[config.mk]
export PLATFORM = sky130hd
export DESIGN_NAME = uart_rx_ring_buffer_cmd_latch
export DESIGN_NICKNAME = d
export VERILOG_FILES = /design/src/sv/uartrx_pkg.sv /design/src/sv/uartrx_fifo.sv /design/src/sv/uart_rx_ring_buffer_cmd_latch.sv
export SDC_FILE = /design/constraint.sdc
export NUM_CORES = 1
export LEC_CHECK = 0
export BUFFER_PORTS_ARGS = -buffer_cell sky130_fd_sc_hd__buf_4
export CAP_MARGIN = 25
export CORE_ASPECT_RATIO = 0.75
export CORE_UTILIZATION = 50
export DETAILED_ROUTE_END_ITERATION = 10
export GPL_ROUTABILITY_DRIVEN = 0
export MAX_ROUTING_LAYER = met4
export PLACE_DENSITY = 0.68
export SYNTH_ARGS = -nofsm -noshare
export SYNTH_HDL_FRONTEND = slang
export SYNTH_SLANG_ARGS = --single-unit
[constraint.sdc]
create_clock -name clk_i -period 4.3 [get_ports clk_i]
set_clock_uncertainty 0.05 [all_clocks]
set_input_delay 0.645 -clock clk_i [delete_from_list [all_inputs] [get_ports clk_i]]
set_output_delay 0.645 -clock clk_i [all_outputs]
set_load 0.02 [all_outputs]
[src/sv/uartrx_pkg.sv]
`default_nettype none

package uartrx_pkg;

  localparam int unsigned DEPTH_DEF = 64;
  localparam int unsigned DATA_W    = 8;
  localparam int unsigned FILL_W    = 8;

  localparam logic [DATA_W-1:0] CH_NEXT_LO = 8'h6E;
  localparam logic [DATA_W-1:0] CH_NEXT_UP = 8'h4E;
  localparam logic [DATA_W-1:0] CH_PREV_LO = 8'h70;
  localparam logic [DATA_W-1:0] CH_PREV_UP = 8'h50;
  localparam logic [DATA_W-1:0] CH_PLUS    = 8'h2B;
  localparam logic [DATA_W-1:0] CH_EQUAL   = 8'h3D;
  localparam logic [DATA_W-1:0] CH_MINUS   = 8'h2D;
  localparam logic [DATA_W-1:0] CH_UNDER   = 8'h5F;

  typedef enum logic [1:0] {
    CMD_RX    = 2'd0,
    CMD_READ  = 2'd1,
    CMD_CLEAR = 2'd2
  } cmd_e;

  typedef enum logic [2:0] {
    CODE_NONE = 3'd0,
    CODE_NEXT = 3'd1,
    CODE_PREV = 3'd2,
    CODE_UP   = 3'd3,
    CODE_DOWN = 3'd4
  } code_e;

  typedef struct packed {
    cmd_e              cmd;
    logic [DATA_W-1:0] rx_byte;
    logic              framing_error;
  } in_t;

  typedef struct packed {
    logic [DATA_W-1:0] read_data;
    logic              read_valid;
    logic              dropped;
    logic [FILL_W-1:0] fill_count;
    code_e             command_code;
  } out_t;

  typedef struct packed {
    logic              full;
    logic              empty;
    logic [FILL_W-1:0] fill_next;
  } fifo_stat_t;

  function automatic code_e code_for(input logic [DATA_W-1:0] ch);
    code_e code;
    case (ch)
      CH_NEXT_LO, CH_NEXT_UP: code = CODE_NEXT;
      CH_PREV_LO, CH_PREV_UP: code = CODE_PREV;
      CH_PLUS, CH_EQUAL:      code = CODE_UP;
      CH_MINUS, CH_UNDER:     code = CODE_DOWN;
      default:                code = CODE_NONE;
    endcase
    return code;
  endfunction

endpackage

`default_nettype wire

[src/sv/uartrx_fifo.sv]
`default_nettype none

module uartrx_fifo
  import uartrx_pkg::*;
#(
  parameter int unsigned DEPTH = DEPTH_DEF
) (
  input  wire logic              clk_i,
  input  wire logic              rst_ni,
  input  wire logic              push_i,
  input  wire logic [DATA_W-1:0] wdata_i,
  input  wire logic              pop_i,
  output      logic [DATA_W-1:0] rdata_o,
  output      fifo_stat_t        stat_o
);

  localparam int unsigned PTR_W = (DEPTH > 1) ? $clog2(DEPTH) : 1;

  logic [DATA_W-1:0] mem_q [DEPTH];
  logic [DATA_W-1:0] rdata_q;
  logic [PTR_W-1:0]  wp_q, wp_d, rp_q, rp_d;
  logic [PTR_W-1:0]  wp_inc, rp_inc;
  logic              full, empty, push_ok, pop_ok;
  logic [PTR_W:0]    diff;

  assign wp_inc  = (wp_q == PTR_W'(DEPTH - 1)) ? '0 : wp_q + 1'b1;
  assign rp_inc  = (rp_q == PTR_W'(DEPTH - 1)) ? '0 : rp_q + 1'b1;
  assign full    = (wp_inc == rp_q);
  assign empty   = (wp_q == rp_q);
  assign push_ok = push_i & ~full;
  assign pop_ok  = pop_i & ~empty;
  assign wp_d    = push_ok ? wp_inc : wp_q;
  assign rp_d    = pop_ok ? rp_inc : rp_q;

  // occupancy after this beat, wrapped at depth
  always_comb begin
    if (wp_d >= rp_d) begin
      diff = {1'b0, wp_d} - {1'b0, rp_d};
    end else begin
      diff = {1'b0, wp_d} + (PTR_W+1)'(DEPTH) - {1'b0, rp_d};
    end
  end

  assign stat_o.full      = full;
  assign stat_o.empty     = empty;
  assign stat_o.fill_next = FILL_W'(diff);
  assign rdata_o          = rdata_q;

  always_ff @(posedge clk_i or negedge rst_ni) begin
    if (!rst_ni) begin
      wp_q <= '0;
      rp_q <= '0;
    end else begin
      wp_q <= wp_d;
      rp_q <= rp_d;
    end
  end

  always_ff @(posedge clk_i) begin
    if (push_ok) begin
      mem_q[wp_q] <= wdata_i;
    end
    if (pop_ok) begin
      rdata_q <= mem_q[rp_q];
    end
  end

endmodule

`default_nettype wire

[src/sv/uart_rx_ring_buffer_cmd_latch.sv]
// Receive-side byte queue with a command character latch.
// Input channel (in_valid_i / in_stall_o / in_data_i) carries one command per
// beat: receive a byte, read one byte, or clear the latched command.
// Output channel (out_valid_o / out_stall_i / out_data_o) returns exactly one
// result beat per input beat, in order.
// Received bytes without a framing error go into a ring of DEPTH entries that
// holds DEPTH-1 bytes; a byte arriving when full is lost and flagged dropped.
// Command characters n/N, p/P, +/=, -/_ latch next, previous, up, down.
// The result is registered and appears in the cycle after the input beat is taken.
// Throughput: one beat per cycle while the output is not stalled; the pointer update and the registered store
// read both complete in the accepting cycle.
// When the output is stalled with a result waiting, the input is stalled too
// and the waiting result holds.
// Reset empties the queue and clears the latch; store contents are left as is.

`default_nettype none

module uart_rx_ring_buffer_cmd_latch
  import uartrx_pkg::*;
#(
  parameter int unsigned DEPTH = DEPTH_DEF
) (
  input  wire logic clk_i,
  input  wire logic rst_ni,
  input  wire logic in_valid_i,
  output      logic in_stall_o,
  input  wire in_t  in_data_i,
  output      logic out_valid_o,
  input  wire logic out_stall_i,
  output      out_t out_data_o
);

  logic              accept, push, pop;
  logic [DATA_W-1:0] rdata;
  fifo_stat_t        stat;
  code_e             code, latch_q, latch_d;
  logic              out_valid_q;
  out_t              out_q;

  assign in_stall_o = out_valid_q & out_stall_i;
  assign accept     = in_valid_i & ~in_stall_o;
  assign push       = accept && in_data_i.cmd == CMD_RX && !in_data_i.framing_error;
  assign pop        = accept && in_data_i.cmd == CMD_READ;
  assign code       = code_for(in_data_i.rx_byte);

  uartrx_fifo #(
    .DEPTH (DEPTH)
  ) u_fifo (
    .clk_i   (clk_i),
    .rst_ni  (rst_ni),
    .push_i  (push),
    .wdata_i (in_data_i.rx_byte),
    .pop_i   (pop),
    .rdata_o (rdata),
    .stat_o  (stat)
  );

  always_comb begin
    latch_d = latch_q;
    if (push && code != CODE_NONE) begin
      latch_d = code;
    end else if (accept && in_data_i.cmd == CMD_CLEAR) begin
      latch_d = CODE_NONE;
    end
  end

  always_ff @(posedge clk_i or negedge rst_ni) begin
    if (!rst_ni) begin
      latch_q     <= CODE_NONE;
      out_valid_q <= 1'b0;
    end else begin
      latch_q <= latch_d;
      if (accept) begin
        out_valid_q <= 1'b1;
      end else if (!out_stall_i) begin
        out_valid_q <= 1'b0;
      end
    end
  end

  // result fields; popped byte comes from the store read register
  always_ff @(posedge clk_i) begin
    if (accept) begin
      out_q.read_data    <= '0;
      out_q.read_valid   <= pop & ~stat.empty;
      out_q.dropped      <= push & stat.full;
      out_q.fill_count   <= stat.fill_next;
      out_q.command_code <= latch_d;
    end
  end

  always_comb begin
    out_data_o           = out_q;
    out_data_o.read_data = out_q.read_valid ? rdata : '0;
  end

  assign out_valid_o = out_valid_q;

  a_pop_drop_excl : assert property (@(posedge clk_i) disable iff (!rst_ni)
    out_valid_o |-> !(out_data_o.read_valid && out_data_o.dropped))
    else $error("read and drop in one beat");

  a_fill_range : assert property (@(posedge clk_i) disable iff (!rst_ni)
    out_valid_o |-> (out_data_o.fill_count < FILL_W'(DEPTH)) || (DEPTH > 255))
    else $error("fill count beyond depth");

  a_clear_latch : assert property (@(posedge clk_i) disable iff (!rst_ni)
    (accept && in_data_i.cmd == CMD_CLEAR) |=> (out_data_o.command_code == CODE_NONE))
    else $error("latch not cleared");

  a_read_keeps_latch : assert property (@(posedge clk_i) disable iff (!rst_ni)
    (accept && in_data_i.cmd == CMD_READ) |=> (latch_q == $past(latch_q)))
    else $error("read changed latch");

endmodule

`default_nettype wire
# [Word-level counts from Yosys, hierarchy flattened]
# Memory sizes are Yosys's and may differ from the RTL's. A register that Yosys moved wholly into a read port is not among the register bits.
# Index checks and enable logic that the tools add are counted.
[totals] ff_bits=28 ramBits=512 input_bits=15 output_inout_bits=23 word_cells=63 memories=1
[mem_list] memory="u_fifo.mem_q" depth=64 word_bits=8 rd=1 rd_ports_with_merged_regs=1 wr=1 line_no="uartrx_fifo.sv:19" source="logic [DATA_W-1:0] mem_q [DEPTH];"
[classes] addsub=5 n_lt_le_gt_ge=1 n_eq_ne=15 n_mux=13 bitwise=8 n_reduce_logical=12
[op_table] cell="== test 8 x 7 -> 1 bit, second input constant" n=5
[op_table] cell="== test 8 x 6 -> 1 bit, second input constant" n=3
[op_table] cell="two-way mux 6 bit" n=4
[op_table] cell="adder 6 x 1 -> 6 bit, second input constant" n=2
[op_table] cell="== test 6 bit" n=2
[op_table] cell="== test 6 bit, second input constant" n=2
[op_table] cell="case mux 3 bit (4 select lines)" n=1
[op_table] cell="two-way mux 8 bit" n=1
[op_table] cell="OR reduction 2 bit" n=4
[op_table] cell="adder 6 x 7 -> 7 bit, second input constant" n=1
[op_table] cell="two-way mux 7 bit" n=1
[op_table] cell="subtractor 6 x 6 -> 7 bit" n=1
[op_table] cell="subtractor 7 x 6 -> 7 bit" n=1
[op_table] cell=">= comparator 6 bit" n=1
[op_table] cell="two-way mux 3 bit" n=2
[op_table] cell="bitwise AND 1 bit" n=5
[op_table] cell="logical AND 1 bit" n=5
[op_table] cell="two-way mux 1 bit" n=4
[op_table] cell="NOT 1 bit" n=3
[op_table] cell="nonzero test 3 bit" n=1
[op_table] cell="== test 2 x 1 -> 1 bit, second input constant" n=1
[op_table] cell="== test 2 bit, second input constant" n=1
[op_table] cell="zero test 2 bit" n=1
[op_table] cell="!= test 2 x 1 -> 1 bit, second input constant" n=1
[op_table] cell="zero test 1 bit" n=1

# [Logic depth before layout (Yosys ltp)]
[depth] word_depth=10 depth_mapped=20 depth_no_buf=18

# [Modules after synthesis]
# From an unflattened synthesis, not the netlist that was laid out.
[unflattened] cells_unflattened=1147 area_unflattened_um2=22225.1
[modules_own_cells] module="uartrx_fifo" n_inst=1 cells_each=1089 area_per_inst_um2=21435.6 seq_area_each_um2=15915.3
[modules_own_cells] module="uart_rx_ring_buffer_cmd_latch" n_inst=1 cells_each=58 area_per_inst_um2=789.5 seq_area_each_um2=490.5

# [Worst setup path after synthesis]
# Ideal clock, no wire load.
[synth_path] path_type="register -> register" startpoint="register u_fifo.wp_q[0]" endpoint="register out_q, in the netlist out_data_o[9] (data pin)" setup_time_ps=261 arrival_ps=3763 t_required_ps=3989 setup_slack_ps=226 path_stages_with_launch=18 n_path_buf=1 synth_period_minus_slack_ps=4074 path_cell_list="dfrtp_1 > ha_1 > xnor2_1 > o211ai_1 > a221o_1 > or4_4 > o21ai_0 > buf_2 > mux2i_1 > inv_1 > ha_1 > nor2b_1 > o21ai_0 > nand2b_1 > a31o_2 > nand3_1 > o21ai_0 > a221o_1"
[synth_lines] element="from (decl)" line_no="uartrx_fifo.sv:21" source="logic [PTR_W-1:0] wp_q, wp_d, rp_q, rp_d;"
[synth_lines] element="from (signal assigned)" line_no="uartrx_fifo.sv:54" source="wp_q <= wp_d;"
[synth_lines] element="to (decl)" line_no="uart_rx_ring_buffer_cmd_latch.sv:38" source="out_t out_q;"

==> results.py <==
metrics = {
    "synthesis": {
        "synth_fp_nets": 1057,
        "synth_xor_area_share_pct": 0.560,
        "synthFlopType": "edfxtp_1",
        "synth-simple-area-share_pct": 3.96,
        "ys_ff_latch": 548,
        "yosys_warnings": 0,
        "synthAdderAreaFrac_pct": 0.549,
        "synthMuxAreaShare_pct": 17.6,
        "synthTopCellsByArea": "edfxtp_1 73%, mux4_2 17%, dfrtp_1 1.8%",
        "synth_edf_count": 532,
        "seq_area_frac_synth_pct": 74.8,
        "synth.most_common_cell": "edfxtp_1",
        "syn_area_um2": 21900,
        "netlist.area_leader.share_pct": 73.0,
        "yosysTopAreaCell": "edfxtp_1",
        "synth_top_family_by_area": "multiplexers",
        "synthCells": 1033,
        "synthTopCellsByCount": "532 x edfxtp_1, 168 x mux4_2, 79 x nor2_1",
        "async_flop_share_pct": 2.92,
        "synth_compound_area_share_pct": 1.11,
        "syn_area_per_cell_um2": 21.2,
        "yosys.cell_types.count": 57,
    },
    "placement": {
        "place_inst": 1639,
        "portBuffers": 36,
        "placed_cell_area_um2": 23100,
        "dp_hpwl_um": 28800,
    },
    "critical_path": {
        "critical_path_class": "reg -> reg",
        "cp.required_ns": 4.57,
        "end_kind": "register",
        "cp_slowest_cell": "or4_4",
        "critical_path_arrival_ns": 4.37,
        "cp_max_fo": 6,
        "critical_path.most_common_cell": "a221o_1",
        "cp-start-kind": "register",
        "crit_chain": "ha_4, xnor2_2, o211ai_1, a221o_1, or4_4, o21ai_2, buf_4, mux2i_4, inv_1, ha_1, nor2b_1, o21ai_1, nand2b_1, a31o_2, nand3_1, o21ai_0, a221o_1",
        "slowest_delay_ns": 0.50,
    },
    "die": {
        "die_w_um": 244,
        "dieArea_um2": 44600,
        "fp-row-count": 65,
        "initial_core_util_pct": 51.4,
        "core-area_um2": 42600,
        "die_h_um": 183,
        "ios": 38,
    },
    "pwr": {
        "ir_drop_v": 0.000460,
        "power_uw": 12900,
        "swShare_pct": 26.5,
        "p_int_uw": 9470,
        "power_density_nw_per_um2": 523,
        "pwr-share-comb_pct": 21.8,
        "power_frac_seq_pct": 46.7,
        "pwr-share-clk_pct": 31.5,
        "net-switching-power_uw": 3420,
        "p_leak_uw": 0.00780,
    },
    "sta": {
        "worst_pin_slew_ns": 0.905,
        "fmax_ghz": 0.244,
        "setup_viol": 0,
        "setup_tns_ns": 0,
        "finalCriticalPeriod_ns": 4.10,
        "timing.final.crit_share_pct": 95.4,
        "timing.slew.headroom_pct": 39.4,
        "drv_slew": 0,
        "hold_viol": 0,
    },
    "layout": {
        "finalNonFillerCells": 1735,
        "area_growth_syn_to_layout_pct": 12.6,
        "nNetsFinal": 1152,
        "fin_area_um2": 24600,
        "final_core_util_pct": 57.8,
        "drive_gt1_share_pct": 30.4,
    },
    "global_routing": {
        "grt_pass1_vias": 10400,
        "grt_antenna_before_repair": 1,
        "grt_max_degree": 134,
        "grt_overflow_total": 0,
        "grt_pass1_wl_um": 69900,
        "grt_usage_pct": 22.4,
    },
    "cts": {
        "clock_sinks": 548,
        "numCtsBuffers": 49,
        "cts_buffer_depth": 3,
        "clk_pin_slew_ns": 0.06,
        "cts_root_buf": "clkbuf_16",
        "h-tree-depth": 2,
        "clk_latency_ns": 0.57,
        "cts_tree": "yes",
    },
    "job": {
        "cap_violations": 0,
    },
    "drt": {
        "firstDrtPassIters": 5,
        "drc": 0,
        "routed_wl_um": 47400,
        "vias": 10500,
        "viasPerCell": 6.04,
        "ant_nets": 0,
        "wire_per_inst_um": 27.3,
        "drtIter0Drc": 1313,
    },
    "run_status": {
        "outcome": "completed",
    },
    "min_path": {
        "hp-class": "in -> reg",
    },
}
layout make-up:
type | instances | area [µm²]
Fill cell | 3159 | 18000
Tap cell | 569 | 712
Clock buffer | 64 | 1300
Inverter | 17 | 63.8
Sequential cell | 548 | 16400
Antenna cell | 1 | 2.50
Timing Repair Buffer | 102 | 781
Clock inverter | 24 | 148
Multi-Input combinational cell | 410 | 5240
per-stage QoR:
step,hold slack (ns),worst slack [ns]
global placement,0.453,0.0249
floorplan,0.299,0.226
finish,0.232,0.198
global route,0.228,-0.00555
CTS,0.210,0.0118
detailed placement,0.457,-0.0800
final timing paths:
path                                     startpoint                  endpoint  slack, ns  cells past startpoint
max                        u_fifo.wp_q[1]$_DFF_PN0_   out_data_o[9]$_DFFE_PP_       0.20                     17
min                                      in_valid_i   out_valid_o$_DFFE_PN0P_       0.23                      2
max reg2reg                u_fifo.wp_q[1]$_DFF_PN0_   out_data_o[9]$_DFFE_PP_       0.20                     17
min reg2reg                    latch_q[0]$_DFF_PN0_      latch_q[0]$_DFF_PN0_       0.46                      2
max in group asynchronous                    rst_ni  u_fifo.rp_q[0]$_DFF_PN0_       3.54                      2
min in group asynchronous                    rst_ni  u_fifo.rp_q[5]$_DFF_PN0_       0.43                      2
critical path, delay by kind of cell, from the launching register on:
kind | cells | cell delay (ns)
AOI/OAI and AO/OA | 7 | 1.29
xor gates and xnor gates | 1 | 0.12
adders and majority gates | 2 | 0.60
buffers and inverters | 2 | 0.24
DFF | 1 | 0.45
muxes | 1 | 0.23
and+or+nand+nor | 4 | 0.86
flip-flops by register name (all words and copies together), names as in the netlist:
| name | count |
|---|---|
| latch_q | 3 |
| out_data_o | 12 |
| out_valid_o | 1 |
| u_fifo.mem_q | 512 |
| u_fifo.rdata_o | 8 |
| u_fifo.rp_q | 6 |
| u_fifo.wp_q | 6 |
repair_timing:
action | in CTS | in global routing
buffers inserted | 0 | 6
resized for setup | 2 | 8
hold endpoints to repair | 16 | 0
setup endpoints to repair | 1 | 2
hold buffers | 1 | 0
pin swaps | 0 | 0
cell families after synthesis:
| group | after synthesis |
|---|---|
| xor gates and xnor gates | 14 |
| and+or+nand+nor | 175 |
| other | 1 |
| DFF | 548 |
| buffers and inverters | 75 |
| muxes | 174 |
| AOI/OAI and AO/OA | 37 |
| adders and majority gates | 9 |
per-layer routing:
metal / part of all wire (%) / track usage, % / vias up
met2: 46 / 32.1 / 379
li1: - / - / 4454
met5: 0 / - / -
met1: 44 / 33.2 / 5579
met3: 8.2 / 5.00 / 63
met4: 1.7 / 4.83 / 0
power groups by stage:
stage	Sequential, µW	Combinational, µW	Clock [µW]
2_1_floorplan	6130	1780	0
3_3_place_gp	6130	2690	0
3_5_place_dp	6130	2730	0
4_1_cts	6020	2750	4130
5_1_grt	6020	2970	4330
6_report	6020	2810	4060
cells in the final DEF, fill, tap and decap left out, types with 3 or more instances in the layout:
cell type and instances:
edfxtp_1 532, mux4_2 168, buf_4 100, nor2_1 79, clkbuf_16 50, nand2_1 23
inv_1 15, clkbuf_1 14, nand3_1 12, and2_1 12, clkinv_1 12, dfrtp_1 12
o21ai_0 11, xor2_1 9, clkinv_2 8, nor3_1 7, nand2b_1 7, ha_1 7
nand3b_1 5, xnor2_1 4, mux2i_1 4, a21oi_1 4, nor2b_1 4, a31oi_1 4
o21ai_1 3, or3_1 3
No activity file was read; power rests on OpenSTA's default activity.
